<file path="src/sv/olsnap_pkg.sv">
// ----------------------------------------------------------------------------
// Operating-point limit snapper package
// Widths, command codes, the comparator tree node and its merge function.
// ----------------------------------------------------------------------------
package olsnap_pkg;

  localparam int FREQ_W    = 40;
  localparam int CNT_W     = 4;
  localparam int IDX_W     = 3;
  // Number of slots a load item can address.
  localparam int MAX_SLOTS = 1 << IDX_W;

  typedef logic [FREQ_W-1:0] freq_t;
  typedef logic [CNT_W-1:0]  cnt_t;

  typedef enum logic {
    CMD_LOAD = 1'b0,
    CMD_SNAP = 1'b1
  } cmd_e;

  // One node of the comparator tree: the lowest live entry, the highest
  // entry at or below the ceiling and the lowest entry at or above the floor.
  typedef struct packed {
    logic  lo_vld;
    freq_t lo;
    logic  le_vld;
    freq_t le;
    logic  ge_vld;
    freq_t ge;
  } node_t;

  // Request data that rides alongside the tree.
  typedef struct packed {
    logic  applied;
    freq_t req_min;
    freq_t req_max;
  } side_t;

  // Combine two subtrees into one node.
  function automatic node_t olsnap_merge(node_t a, node_t b);
    node_t r;
    r.lo_vld = a.lo_vld | b.lo_vld;
    r.lo     = (a.lo_vld && (!b.lo_vld || (a.lo <= b.lo))) ? a.lo : b.lo;
    r.le_vld = a.le_vld | b.le_vld;
    r.le     = (a.le_vld && (!b.le_vld || (a.le >= b.le))) ? a.le : b.le;
    r.ge_vld = a.ge_vld | b.ge_vld;
    r.ge     = (a.ge_vld && (!b.ge_vld || (a.ge <= b.ge))) ? a.ge : b.ge;
    return r;
  endfunction

endpackage

</file>
<file path="src/sv/olsnap_table.sv">
// ----------------------------------------------------------------------------
// Operating-point table
// Stores the loadable frequency entries; an entry never written reads zero.
// ----------------------------------------------------------------------------
module olsnap_table import olsnap_pkg::*; #(
  parameter int  OPP_POINTS = 8,
  localparam int STORED     = (OPP_POINTS < MAX_SLOTS) ? OPP_POINTS : MAX_SLOTS
) (
  input  logic             clk_i,
  input  logic             rst_ni,
  input  logic             wr_en_i,
  input  logic [IDX_W-1:0] wr_idx_i,
  input  freq_t            wr_data_i,
  output freq_t            entries_o [STORED]
);

  logic [STORED-1:0] vld_q;
  freq_t             data_q [STORED];

  // Valid bits stand in for clearing the table at reset.
  always_ff @(posedge clk_i or negedge rst_ni) begin
    if (!rst_ni) begin
      vld_q <= '0;
    end else begin
      for (int k = 0; k < STORED; k++) begin
        if (wr_en_i && (32'(wr_idx_i) == k)) begin
          vld_q[k] <= 1'b1;
        end
      end
    end
  end

  // Entry data; a load to a slot beyond the table matches no entry.
  always_ff @(posedge clk_i) begin
    for (int k = 0; k < STORED; k++) begin
      if (wr_en_i && (32'(wr_idx_i) == k)) begin
        data_q[k] <= wr_data_i;
      end
    end
  end

  always_comb begin
    for (int k = 0; k < STORED; k++) begin
      entries_o[k] = vld_q[k] ? data_q[k] : '0;
    end
  end

endmodule

</file>
<file path="src/sv/olsnap_tree.sv">
// ----------------------------------------------------------------------------
// Comparator tree
// Captures one leaf per entry, then reduces pairs one level per stage.
// ----------------------------------------------------------------------------
module olsnap_tree import olsnap_pkg::*; #(
  parameter int  OPP_POINTS = 8,
  localparam int STORED     = (OPP_POINTS < MAX_SLOTS) ? OPP_POINTS : MAX_SLOTS
) (
  input  logic  clk_i,
  input  logic  rst_ni,
  input  logic  in_valid_i,
  output logic  in_ready_o,
  input  freq_t entries_i [STORED],
  input  cnt_t  count_i,
  input  freq_t req_min_i,
  input  freq_t req_max_i,
  output logic  out_valid_o,
  input  logic  out_ready_i,
  output node_t root_o,
  output side_t side_o
);

  // Slots above the loadable ones are always zero, so they act as one
  // zero-valued leaf that is live whenever the count reaches past them.
  localparam int HAS_ZERO = (OPP_POINTS > MAX_SLOTS) ? 1 : 0;
  localparam int NCAND    = STORED + HAS_ZERO;
  localparam int LEVELS   = $clog2(NCAND);
  localparam int LEAVES   = 1 << LEVELS;

  cnt_t            n_sat;
  node_t           leaf_d [LEAVES];
  node_t           heap_q [1:2*LEAVES-1];
  side_t           side_q [LEVELS+1];
  logic [LEVELS:0] vld_q;
  logic [LEVELS+1:0] rdy;

  // Counts beyond the table saturate to its size.
  assign n_sat = (32'(count_i) > OPP_POINTS) ? CNT_W'(OPP_POINTS) : count_i;

  // Leaf nodes with their threshold compares.
  for (genvar k = 0; k < LEAVES; k++) begin : g_leaf
    if (k < STORED) begin : g_entry
      logic live;
      assign live = (32'(n_sat) > k);
      always_comb begin
        leaf_d[k].lo_vld = live;
        leaf_d[k].lo     = entries_i[k];
        leaf_d[k].le_vld = live && (entries_i[k] <= req_max_i);
        leaf_d[k].le     = entries_i[k];
        leaf_d[k].ge_vld = live && (entries_i[k] >= req_min_i);
        leaf_d[k].ge     = entries_i[k];
      end
    end else if ((HAS_ZERO == 1) && (k == STORED)) begin : g_zero
      logic live;
      assign live = (32'(n_sat) > STORED);
      always_comb begin
        leaf_d[k].lo_vld = live;
        leaf_d[k].lo     = '0;
        leaf_d[k].le_vld = live;
        leaf_d[k].le     = '0;
        leaf_d[k].ge_vld = live && (req_min_i == '0);
        leaf_d[k].ge     = '0;
      end
    end else begin : g_pad
      assign leaf_d[k] = '0;
    end
  end

  // Backpressure: a stage takes new data when empty or when it drains.
  assign rdy[LEVELS+1] = out_ready_i;
  for (genvar s = 0; s <= LEVELS; s++) begin : g_rdy
    assign rdy[s] = !vld_q[s] || rdy[s+1];
  end

  // Stage valid bits.
  always_ff @(posedge clk_i or negedge rst_ni) begin
    if (!rst_ni) begin
      vld_q <= '0;
    end else begin
      if (rdy[0]) begin
        vld_q[0] <= in_valid_i;
      end
      for (int s = 1; s <= LEVELS; s++) begin
        if (rdy[s]) begin
          vld_q[s] <= vld_q[s-1];
        end
      end
    end
  end

  // Request data travelling with each stage.
  always_ff @(posedge clk_i) begin
    if (rdy[0] && in_valid_i) begin
      side_q[0].applied <= (n_sat != '0);
      side_q[0].req_min <= req_min_i;
      side_q[0].req_max <= req_max_i;
    end
    for (int s = 1; s <= LEVELS; s++) begin
      if (rdy[s] && vld_q[s-1]) begin
        side_q[s] <= side_q[s-1];
      end
    end
  end

  // Tree nodes in heap order; node i sits in the stage of its depth.
  for (genvar i = 1; i < 2*LEAVES; i++) begin : g_node
    localparam int ST = LEVELS - ($clog2(i + 1) - 1);
    if (i >= LEAVES) begin : g_cap
      always_ff @(posedge clk_i) begin
        if (rdy[0] && in_valid_i) begin
          heap_q[i] <= leaf_d[i-LEAVES];
        end
      end
    end else begin : g_red
      always_ff @(posedge clk_i) begin
        if (rdy[ST] && vld_q[ST-1]) begin
          heap_q[i] <= olsnap_merge(heap_q[2*i], heap_q[2*i+1]);
        end
      end
    end
  end

  assign in_ready_o  = rdy[0];
  assign out_valid_o = vld_q[LEVELS];
  assign root_o      = heap_q[1];
  assign side_o      = side_q[LEVELS];

endmodule

</file>
<file path="src/sv/olsnap_fixup.sv">
// ----------------------------------------------------------------------------
// Snap resolution and output register
// Turns the tree root into the snapped limits and flags, then holds the item.
// ----------------------------------------------------------------------------
module olsnap_fixup import olsnap_pkg::*; (
  input  logic  clk_i,
  input  logic  rst_ni,
  input  logic  in_valid_i,
  output logic  in_ready_o,
  input  node_t root_i,
  input  side_t side_i,
  output logic  out_valid_o,
  input  logic  out_stall_i,
  output freq_t snap_floor_o,
  output freq_t snap_ceil_o,
  output logic  applied_o,
  output logic  ceiling_raised_o,
  output logic  floor_relaxed_o
);

  freq_t smax, smin;
  logic  raised, relaxed, force_floor;
  logic  vld_q;
  freq_t smin_q, smax_q;
  logic  applied_q, raised_q, relaxed_q;

  // With no entry under the ceiling the lowest entry is used; a floor not met
  // at or below the ceiling collapses onto it. Unapplied requests pass through.
  always_comb begin
    smax        = root_i.le_vld ? root_i.le : root_i.lo;
    force_floor = !root_i.ge_vld || (root_i.ge > smax);
    smin        = force_floor ? smax : root_i.ge;
    raised      = !root_i.le_vld;
    relaxed     = force_floor && (smax < side_i.req_min);
    if (!side_i.applied) begin
      smin    = side_i.req_min;
      smax    = side_i.req_max;
      raised  = 1'b0;
      relaxed = 1'b0;
    end
  end

  assign in_ready_o = !vld_q || !out_stall_i;

  always_ff @(posedge clk_i or negedge rst_ni) begin
    if (!rst_ni) begin
      vld_q <= 1'b0;
    end else if (in_ready_o) begin
      vld_q <= in_valid_i;
    end
  end

  // Result item register.
  always_ff @(posedge clk_i) begin
    if (in_ready_o && in_valid_i) begin
      smin_q    <= smin;
      smax_q    <= smax;
      applied_q <= side_i.applied;
      raised_q  <= raised;
      relaxed_q <= relaxed;
    end
  end

  assign out_valid_o      = vld_q;
  assign snap_floor_o     = smin_q;
  assign snap_ceil_o      = smax_q;
  assign applied_o        = applied_q;
  assign ceiling_raised_o = raised_q;
  assign floor_relaxed_o  = relaxed_q;

endmodule

</file>
<file path="src/sv/opp_limit_snapper_core.sv">
// One item is accepted per clock cycle while in_stall_o is low, loads and
// snap queries alike. A load item writes its table slot at once and is seen
// by the very next query; it gives no result. A snap query passes through a
// registered comparator tree of depth LEVELS: the base-two logarithm, rounded
// up, of its leaf count, which is min(OPP_POINTS, 8) plus one shared zero
// leaf when OPP_POINTS exceeds 8. The stages are the leaf capture with its
// threshold compares, one stage per tree level and the output register,
// which is fed by the resolution logic. Stall on the output backs up
// through the stages without losing an item, and the input stalls only once
// every stage holds an item. The table is cleared at reset through per-slot
// valid bits, so no clearing pass is needed. Write entry_count only while no
// query is in flight.
// ----------------------------------------------------------------------------
// Operating-point limit snapper core
// Snaps a requested frequency floor and ceiling to a loadable table.
// ----------------------------------------------------------------------------
module opp_limit_snapper_core import olsnap_pkg::*; #(
  parameter int OPP_POINTS = 8
) (
  input  logic             clk_i,
  input  logic             rst_ni,
  input  logic             cfg_wr_en_i,
  input  logic [CNT_W-1:0] cfg_wr_data_i,
  input  logic             in_valid_i,
  output logic             in_stall_o,
  input  logic             cmd_i,
  input  logic [IDX_W-1:0] entry_index_i,
  input  logic [FREQ_W-1:0] entry_freq_i,
  input  logic [FREQ_W-1:0] req_floor_i,
  input  logic [FREQ_W-1:0] requested_max_i,
  output logic             out_valid_o,
  input  logic             out_stall_i,
  output logic [FREQ_W-1:0] snap_floor_o,
  output logic [FREQ_W-1:0] snap_ceil_o,
  output logic             applied_o,
  output logic             ceiling_raised_o,
  output logic             floor_relaxed_o
);

  localparam int STORED = (OPP_POINTS < MAX_SLOTS) ? OPP_POINTS : MAX_SLOTS;

  cnt_t  count_q;
  freq_t entries [STORED];
  logic  tree_ready, load_en, query_vld;
  logic  root_vld, fix_ready;
  node_t root;
  side_t side;

  // Entry-count register.
  always_ff @(posedge clk_i or negedge rst_ni) begin
    if (!rst_ni) begin
      count_q <= '0;
    end else if (cfg_wr_en_i) begin
      count_q <= cfg_wr_data_i;
    end
  end

  // Steer the input item: loads go to the table, queries into the tree.
  assign in_stall_o = !tree_ready;
  assign load_en    = in_valid_i && !in_stall_o && (cmd_i == CMD_LOAD);
  assign query_vld  = in_valid_i && (cmd_i == CMD_SNAP);

  olsnap_table #(
    .OPP_POINTS (OPP_POINTS)
  ) u_table (
    .clk_i     (clk_i),
    .rst_ni    (rst_ni),
    .wr_en_i   (load_en),
    .wr_idx_i  (entry_index_i),
    .wr_data_i (entry_freq_i),
    .entries_o (entries)
  );

  olsnap_tree #(
    .OPP_POINTS (OPP_POINTS)
  ) u_tree (
    .clk_i       (clk_i),
    .rst_ni      (rst_ni),
    .in_valid_i  (query_vld),
    .in_ready_o  (tree_ready),
    .entries_i   (entries),
    .count_i     (count_q),
    .req_min_i   (req_floor_i),
    .req_max_i   (requested_max_i),
    .out_valid_o (root_vld),
    .out_ready_i (fix_ready),
    .root_o      (root),
    .side_o      (side)
  );

  olsnap_fixup u_fixup (
    .clk_i            (clk_i),
    .rst_ni           (rst_ni),
    .in_valid_i       (root_vld),
    .in_ready_o       (fix_ready),
    .root_i           (root),
    .side_i           (side),
    .out_valid_o      (out_valid_o),
    .out_stall_i      (out_stall_i),
    .snap_floor_o     (snap_floor_o),
    .snap_ceil_o      (snap_ceil_o),
    .applied_o        (applied_o),
    .ceiling_raised_o (ceiling_raised_o),
    .floor_relaxed_o  (floor_relaxed_o)
  );

endmodule

</file>
<file path="config.mk">
export PLATFORM = sky130hd
export DESIGN_NAME = opp_limit_snapper_core
export DESIGN_NICKNAME = d
export VERILOG_FILES = /design/src/sv/olsnap_pkg.sv /design/src/sv/olsnap_table.sv /design/src/sv/olsnap_tree.sv /design/src/sv/olsnap_fixup.sv /design/src/sv/opp_limit_snapper_core.sv
export SDC_FILE = /design/constraint.sdc
export NUM_CORES = 2
export LEC_CHECK = 0
export ABC_CLOCK_PERIOD_IN_PS = 13900
export BUFFER_PORTS_ARGS = -buffer_cell sky130_fd_sc_hd__buf_2
export CORE_ASPECT_RATIO = 0.5
export CORE_MARGIN = 4
export CORE_UTILIZATION = 57
export CTS_CLUSTER_DIAMETER = 50
export CTS_CLUSTER_SIZE = 30
export DETAILED_ROUTE_END_ITERATION = 8
export GPL_ROUTABILITY_DRIVEN = 0
export PLACE_DENSITY = 0.76
export SYNTH_ARGS = -nofsm -noshare
export SYNTH_HDL_FRONTEND = slang
export SYNTH_HIERARCHICAL = 1
export SYNTH_SLANG_ARGS = --single-unit
export TNS_END_PERCENT = 20
</file>
<file path="constraint.sdc">
create_clock -name clk_i -period 13.9 [get_ports clk_i]
set_input_delay 1.39 -clock clk_i [delete_from_list [all_inputs] [get_ports clk_i]]
set_output_delay 1.39 -clock clk_i [all_outputs]
set_load 0.05 [all_outputs]
</file>
==> impl_results.md <==
- Finished Cell Area: 111000 um2
- Routed via count: 68.8k
- I/O pins: 218
- Power Dens Cells: 120 nW/um2
- Crit path capture type: flip-flop
- Setup Skew: 0.0685 ns
- Initial antenna violation count: 67
- Met3 Wirelength: 68200 um
- Pre-antenna DRT Iters: 7
- Die area: 190000 um2
- CTS H-tree lvls: 3
- Slowest Stage Delay on Critical Path: 0.80 ns
- Dpl hpwl: 264000 um
- Syn_nets: 9114
- DRC: 0
- CP dominant cell by count: buf_12
- Core Area: 181000 um2
- Post-cts gate resize count: 0
- Leakage: 0.0442 uW
- RSZ-0062 raised after global routing: no
- Largest net degree at the start of global routing: 201
- Wire length of the first global-routing pass: 452000 um
- Relative slew slack: 6.92%
- Slowest stage cell on the critical path: buf_12
- Grt ovf: 0
- Top routing layer used: met5
- Setup Fix Bufs, Post-CTS: 0
- Sink Count: 1947
- Area after DPL: 107000 um2
- Tmin final: 4.83 ns
- Routed wire length per instance: 32.0 um
- Placed cells: 10.1k
- Root Buffer: clkbuf_16
- FF/Latch Area: 58400 um2
- Fillers: 13.3k
- Initial Util: 57.6%
- CTS tree: built
- CP delay by family, top: buffers and inverters
- Worst-margin pin slew: 1.40 ns
- Worst Path Max Fanout: 200
- CTS buffer count: 118
- Crit Path Class: input pin to flip-flop
- Max-cap check violation count: 0
- ANT nets after route: 0
- Worst Path Arrival: 5.24 ns
- Synthesis-to-finish area growth: 7.24%
- Row count: 110
- Total track usage: 34.2%
- DRT iter0 DRCs: 13.2k
- Final period utilization: 34.7%
- M1 WL: 138000 um
- Detail-routed via count per cell: 6.63
- Critical path startpoint category: input pin
- Warnings from Yosys: 6
- IO buf count: 217
- Clock tree buffer depth: 3
- Total Nets Final: 9204
- Multi-input gate area: 41100 um2
- Layout cells sized above 1: 17.0%
- Syn Inst Count: 7742
- CP cell instances: buf_2, nand2_1, nor2b_1, nand3_1, and2_4, buf_4, buf_12, buf_12
- VDD IR max: 0.128 mV
- Syn Std Cell Area: 104000 um2
- Vias in the first global route: 61.9k
- Die width: 612 um
- Design Power: 13400 uW
- Final Hold Viols: 0
- WP data required: 14.32 ns
- Hold-fix buffers, CTS: 0
- Met2 routed WL: 115000 um
- Skew-Pair Late Insertion Delay: 0.82 ns
- Max Slew Vio Count: 0
- Outcome: complete, no violations
- Avg Inst Size Synth: 13.4 um2
- Die Y: 310 um
- Setup violations, final: 0
- CTS clk-pin slew, worst paths: 0.11 ns
- Final non-filler cell total: 10.4k
- Fmax: 207 MHz
- Worst min-delay path class: flip-flop to flip-flop
- Buffers & Inverters on Critical Path: 4
- Setup tns final: 0 ns
- Total wire length: 332000 um
## layout by cell type, fill, tap and decap left out, types with 32 or more instances in the layout
cell type,n
nor2_1,193
nor3_1,53
o21ai_0,185
nand3_1,97
and2_1,324
buf_2,217
o311ai_0,44
edfxtp_1,1930
o211ai_1,78
clkbuf_16,120
nor2b_1,48
buf_4,63
mux2_2,728
mux2i_1,40
a21oi_1,499
nand4_1,281
inv_1,725
diode_2,38
o221ai_2,40
nor4_1,32
a21o_1,183
nand2_1,283
ha_1,1239
mux2_1,76
a211oi_1,51
## sequential cells by signal, summed over array words and instances, names as in the netlist
signal,count
u_table/vld_q,8
u_fixup/snap_ceil_o,40
u_fixup/out_valid_o,1
u_fixup/snap_floor_o,40
u_tree/side_q,323
u_fixup/applied_o,1
u_table/data_q,320
u_fixup/floor_relaxed_o,1
count_q,4
u_tree/heap_q,1204
u_fixup/ceiling_raised_o,1
u_tree/vld_q,4
## routing by layer
metal | vias up | GRT usage, %
met3 | 526 | 19.1
met1 | 33700 | 52.2
met5 | - | 0.489
li1 | 29400 | -
met4 | 23 | 9.30
met2 | 5226 | 40.2
## worst register-to-register path: cells and delay by family (launching register included)
kind,cells,cell delay (ns)
compound gates,2,0.44
simple gates,5,1.84
buf+inv,2,0.99
fa+ha+maj,1,0.22
mux,1,0.53
flops,1,0.33
## layout make-up
class | instances | area share, %
well taps | 2408 | 2.70
clock inverters | 97 | 1.32
multi-input cells | 4758 | 36.9
clock buffers | 126 | 2.71
repair buffers | 282 | 1.43
inverters | 725 | 2.44
flip-flops and latches | 1947 | 52.4
diodes | 38 | 0.0853
## final timing paths
check                                          startpoint                           endpoint  slack, ns  cells after the start
setup / recovery                              out_stall_i    u_tree/heap_q[0][578]$_DFFE_PP_       9.07                      8
hold / removal             u_tree/side_q[2][31]$_DFFE_PP_     u_tree/side_q[3][31]$_DFFE_PP_       0.40                      0
setup reg to reg           u_tree/heap_q[0][81]$_DFFE_PP_  u_fixup/snap_floor_o[1]$_DFFE_PP_       9.29                     11
hold reg to reg            u_tree/side_q[2][31]$_DFFE_PP_     u_tree/side_q[3][31]$_DFFE_PP_       0.40                      0
max in group asynchronous                          rst_ni       u_table/vld_q[6]$_DFFE_PN0P_      12.62                      1
min in group asynchronous                          rst_ni       u_table/vld_q[4]$_DFFE_PN0P_       0.73                      1
## metrics by stage
| stage | utilization, % | hold WS (ns) | setup WS (ns) |
|---|---|---|---|
| 3_3_place_gp | 59.2 | 0.400 | 8.49 |
| 5_1_grt | 61.7 | 0.421 | 8.95 |
| 3_5_place_dp | 59.2 | 0.405 | 8.41 |
| 2_1_floorplan | - | 0.400 | 1.73 |
| 4_1_cts | 61.7 | 0.407 | 9.24 |
| 6_report | 61.7 | 0.403 | 9.07 |
## power by group
| group | switching (uW) | internal, uW | leakage (uW) | total, uW |
|---|---|---|---|---|
| Clock | 2300 | 1890 | 0.00216 | 4180 |
| Combinational | 1390 | 733 | 0.0239 | 2120 |
| Sequential | 272 | 6830 | 0.0182 | 7100 |
| Total | 3950 | 9450 | 0.0442 | 13400 |
No activity file was read; power rests on OpenSTA's default activity.
